[config.mk]
export PLATFORM = sky130hd
export DESIGN_NAME = fcpd_decode
export DESIGN_NICKNAME = d
export VERILOG_FILES = /design/src/design/fcpd_pkg.sv /design/src/design/fcpd_decode.sv
export SDC_FILE = /design/constraint.sdc
export NUM_CORES = 1
export LEC_CHECK = 0
export ABC_AREA = 1
export BUFFER_PORTS_ARGS = -buffer_cell sky130_fd_sc_hd__buf_2
export CORE_AREA = 3 3 48 50
export DETAILED_ROUTE_END_ITERATION = 8
export DIE_AREA = 0 0 51 53
export GPL_TIMING_DRIVEN = 0
export PLACE_DENSITY = 0.74
export SYNTH_ARGS = -nofsm -noshare
export SYNTH_HDL_FRONTEND = slang
export SYNTH_SLANG_ARGS = --single-unit
[constraint.sdc]
create_clock -name vclk -period 1.9
set_input_delay 0.38 -clock vclk [all_inputs]
set_output_delay 0.38 -clock vclk [all_outputs]
set_load 0.01 [all_outputs]
[src/design/fcpd_pkg.sv]
// Shared types and constants for the firmware configuration port device.
// No dependencies; used by fcpd_decode and firmware_config_port_device.
package fcpd_pkg;

  localparam int ITEM_ENTRIES_DEF = 64;
  localparam int ARCH_COUNT_DEF   = 2;
  localparam int DATA_BYTES_DEF   = 4096;

  localparam int OFFSET_W = 13;
  localparam int SEL_W    = 16;
  localparam int SEL_IDX_W = 14;       // index field of the selector
  localparam logic [SEL_IDX_W-1:0] SEL_INDEX_MASK = 14'h3FFF;
  localparam logic [7:0] EMPTY_BYTE = 8'h00;

  localparam logic [2:0] SIZE_SELECTOR = 3'd2;
  localparam logic [2:0] SIZE_DATA     = 3'd1;

  typedef enum logic [2:0] {
    OP_SEL_WRITE  = 3'd0,
    OP_SEL_READ   = 3'd1,
    OP_DATA_READ  = 3'd2,
    OP_DATA_WRITE = 3'd3,
    OP_DEFINE     = 3'd4,
    OP_LOAD       = 3'd5
  } op_t;

  typedef enum logic [2:0] {
    ST_OK            = 3'd0,
    ST_BAD_SIZE      = 3'd1,
    ST_WRITE_REFUSED = 3'd2,
    ST_EXISTS        = 3'd3,
    ST_RANGE         = 3'd4
  } status_t;

  typedef enum logic [1:0] {
    FS_CLEAR,
    FS_IDLE,
    FS_LOOKUP,
    FS_FETCH
  } fsm_t;

  // Decoded request, handed from the decoder to the sequencer
  typedef struct packed {
    logic        sel_write;    // load selector, clear offset
    logic        lookup;       // needs an item table read
    logic        define;       // lookup is for a definition
    logic        store_write;  // load a content byte
    logic [15:0] rdata;
    status_t     status;
    logic        empty;
  } dec_t;

endpackage

[src/design/fcpd_decode.sv]
// Request decoder: access size checks, range checks and table slot selection.
// Depends on fcpd_pkg.
module fcpd_decode #(
  parameter int ITEM_ENTRIES = fcpd_pkg::ITEM_ENTRIES_DEF,
  parameter int ARCH_COUNT   = fcpd_pkg::ARCH_COUNT_DEF,
  parameter int SLOT_W       = 7
) (
  input  fcpd_pkg::op_t                  op,
  input  logic [2:0]                     access_size,
  input  logic                           item_arch,
  input  logic [5:0]                     item_index,
  input  logic [fcpd_pkg::SEL_W-1:0]     selector,
  output fcpd_pkg::dec_t                 dec,
  output logic [SLOT_W-1:0]              slot
);

  logic                            sel_arch;
  logic [fcpd_pkg::SEL_IDX_W-1:0]  sel_idx;
  logic                            sel_out;
  logic                            def_out;
  logic [31:0]                     sel_slot;
  logic [31:0]                     def_slot;

  assign sel_arch = selector[fcpd_pkg::SEL_W-1];
  assign sel_idx  = selector[fcpd_pkg::SEL_IDX_W-1:0] & fcpd_pkg::SEL_INDEX_MASK;
  assign sel_out  = (32'(sel_arch) >= 32'(ARCH_COUNT)) ||
                    (32'(sel_idx) >= 32'(ITEM_ENTRIES));
  assign def_out  = (32'(item_arch) >= 32'(ARCH_COUNT)) ||
                    (32'(item_index) >= 32'(ITEM_ENTRIES));
  // arch * ITEM_ENTRIES + index, arch being one bit
  assign sel_slot = sel_arch  ? 32'(ITEM_ENTRIES) + 32'(sel_idx)    : 32'(sel_idx);
  assign def_slot = item_arch ? 32'(ITEM_ENTRIES) + 32'(item_index) : 32'(item_index);

  always_comb begin
    dec = '0;
    dec.status = fcpd_pkg::ST_OK;
    slot = sel_slot[SLOT_W-1:0];
    case (op)
      fcpd_pkg::OP_SEL_WRITE: begin
        if (access_size != fcpd_pkg::SIZE_SELECTOR) dec.status = fcpd_pkg::ST_BAD_SIZE;
        else dec.sel_write = 1'b1;
      end
      fcpd_pkg::OP_SEL_READ: begin
        if (access_size != fcpd_pkg::SIZE_SELECTOR) dec.status = fcpd_pkg::ST_BAD_SIZE;
        else dec.rdata = selector;
      end
      fcpd_pkg::OP_DATA_READ: begin
        if (access_size != fcpd_pkg::SIZE_DATA) dec.status = fcpd_pkg::ST_BAD_SIZE;
        else if (sel_out) dec.empty = 1'b1;
        else dec.lookup = 1'b1;
      end
      fcpd_pkg::OP_DATA_WRITE: begin
        dec.status = (access_size != fcpd_pkg::SIZE_DATA) ? fcpd_pkg::ST_BAD_SIZE
                                                          : fcpd_pkg::ST_WRITE_REFUSED;
      end
      fcpd_pkg::OP_DEFINE: begin
        slot = def_slot[SLOT_W-1:0];
        if (def_out) dec.status = fcpd_pkg::ST_RANGE;
        else begin
          dec.lookup = 1'b1;
          dec.define = 1'b1;
        end
      end
      fcpd_pkg::OP_LOAD: begin
        dec.store_write = 1'b1;
      end
      default: begin
        dec = '0;
      end
    endcase
  end

endmodule

==> metrics <==
fillers about 220; TNS Setup 0 ps; Vias/cell 4.209; CP most frequent cell buf_2; outcome finished, final reports clean; CP startpoint kind input pin; post-CTS sizing 0; effective utilization at floorplan 0.2436; Total GRT Usage 0.1091; Die Y around 53 microns; Crit path required time roughly 1500 ps; Routed WL ~1.6 mm; Worst Path Class, Setup in2out; number of global-route vias before repair 574; initial antenna violation count 0; Fin. Hold Viols 0; DR WL/cell between 10 and 15 microns; DRT Pass-1 Iters 4; cell-by-cell trace of the critical path buf_2, inv_1, nand3_2, inv_2, buf_6, nand2_1, o21ai_2, buf_2; I/O pin count 60; ANT cells 0; Cell Area, Synth roughly 470 sq um; hpwl dp 1.399 mm; total power draw roughly 0.13 mW; FF+latch area 0 sq um; Residual DRC 0; Hold WS between 1000 and 1500 ps; crit path from op[0]; Post-CTS Setup Bufs 0; Total Die Area 2703 sq um; final period utilization 0.8862; port bufs a little under 60; Worst path max stage delay approximately 170 ps; Pwr Density 164.2 nW/um^2; Max Clock Freq 593.9 MHz; Detail Route Antenna Nets 0; Core Footprint between 1500 and 2000 sq um; Tmin final 1684 ps; cells after synthesis 72; Overflow after GRT 0; Worst Path Max Fanout 10; P&R area growth vs syn 69.58%; routability cong. 0.6941; slowest stage cell, crit path buf_6; FF+latch count 0; sequential cell area fraction in the yosys report 0; # setup viols final 0; synth unique cells 21; fin. max-slew vios 0; endpoint type of the worst setup path output pin; Nets around 160; Top Family by Delay on Critical Path buffers and inverters; max-cap violations 0; cell row count 16; Hold Crit Start item_index[2]; Warnings, synthesis 0; clock buf count 0; largest net degree at the start of global routing 11; initial DRC count 5; RSZ-0062 raised after global routing no; proportion of layout cells with a drive suffix above 1 0.6489; Mean Syn Cell Area 6.569 sq um; Tightest Hold Check Type in2out; Leak 0.4620 nW; Vias 665; chip width 51 microns; buffers and inverters on the worst path 5; syn_nets between 100 and 150; worst ir drop on vdd 0.05825 mV; crit path DAT between 1000 and 1500 ps; hold_buf cts 0; first-pass GRT wire length 2.387 mm
power breakdown:
part	switching (mW)	internal (mW)
clock	0	0
sequential	0	0
combinational	0.0706	0.0611
layout make-up:
type                       instances  area, sq um  area share
timing repair buffer              59        295.3      0.3682
buffer                             4        37.54     0.04680
tap                               27        33.78     0.04212
multi-input combinational         57        394.1      0.4914
inverter                          11        41.29     0.05148
synth_stat cells, drive strengths merged:
| cell type | instances | area, sq um |
|---|---|---|
| nor2 | 8 | 37.54 |
| nand3b | 2 | 27.53 |
| nor3 | 8 | 70.07 |
| nor2b | 1 | 6.260 |
| nand2 | 16 | 67.56 |
| xnor2 | 1 | 8.760 |
| o21ai | 7 | 57.55 |
| inv | 11 | 41.29 |
| nor3b | 10 | 95.09 |
| buf | 4 | 37.53 |
| nand3 | 3 | 20.02 |
| conb | 1 | 3.750 |
cells by family (layout without fill, tap and decap cells):
| group | count (synthesis) | after routing | synth area share |
|---|---|---|---|
| xor+xnor | 1 | 1 | 0.01852 |
| other cells | 1 | 1 | 0.007929 |
| simple gates | 48 | 48 | 0.6852 |
| buf+inv | 15 | 74 | 0.1667 |
| compound gates | 7 | 7 | 0.1217 |
final timing paths:
| kind | slack, ps | cells past startpoint | end |
|---|---|---|---|
| setup / recovery | 220 | 8 | slot[5] |
| hold / removal | 1050 | 4 | slot[2] |
per-stage QoR:
stage	setup WS [ps]	util	cells	instance area, sq um
final	216.2	0.4130	158	802.0
after global routing	111.2	0.4130	158	802.0
after CTS	216.5	0.4130	158	802.0
after detailed placement	219.7	0.4130	158	802.0
after global placement	256.8	0.4130	158	802.0
after floorplan	504.8	-	72	473.0
per-layer routing:
metal,GRT usage,share of wire,vias to the layer above
met5,0,0,-
met4,0,0,0
met3,0,0.090,0
met2,0.2253,0.53,35
met1,0.1317,0.38,281
li1,-,-,349
tightest hold or removal path, stage by stage:
cell and delay [ps]:
buf_2 70, nand2_1 50, o21ai_2 50, buf_2 120
cell usage in the layout, fill, tap and decap left out, types with 2 or more instances in the layout:
cell type,count
nor2_1,7
o21ai_2,6
inv_2,2
inv_1,9
buf_4,2
nand3_1,2
buf_2,59
nor3b_2,4
nor3_1,2
nor3_2,6
buf_6,2
nor3b_1,6
nand2_1,15
Note: power is estimated with default switching activity, not from simulation.
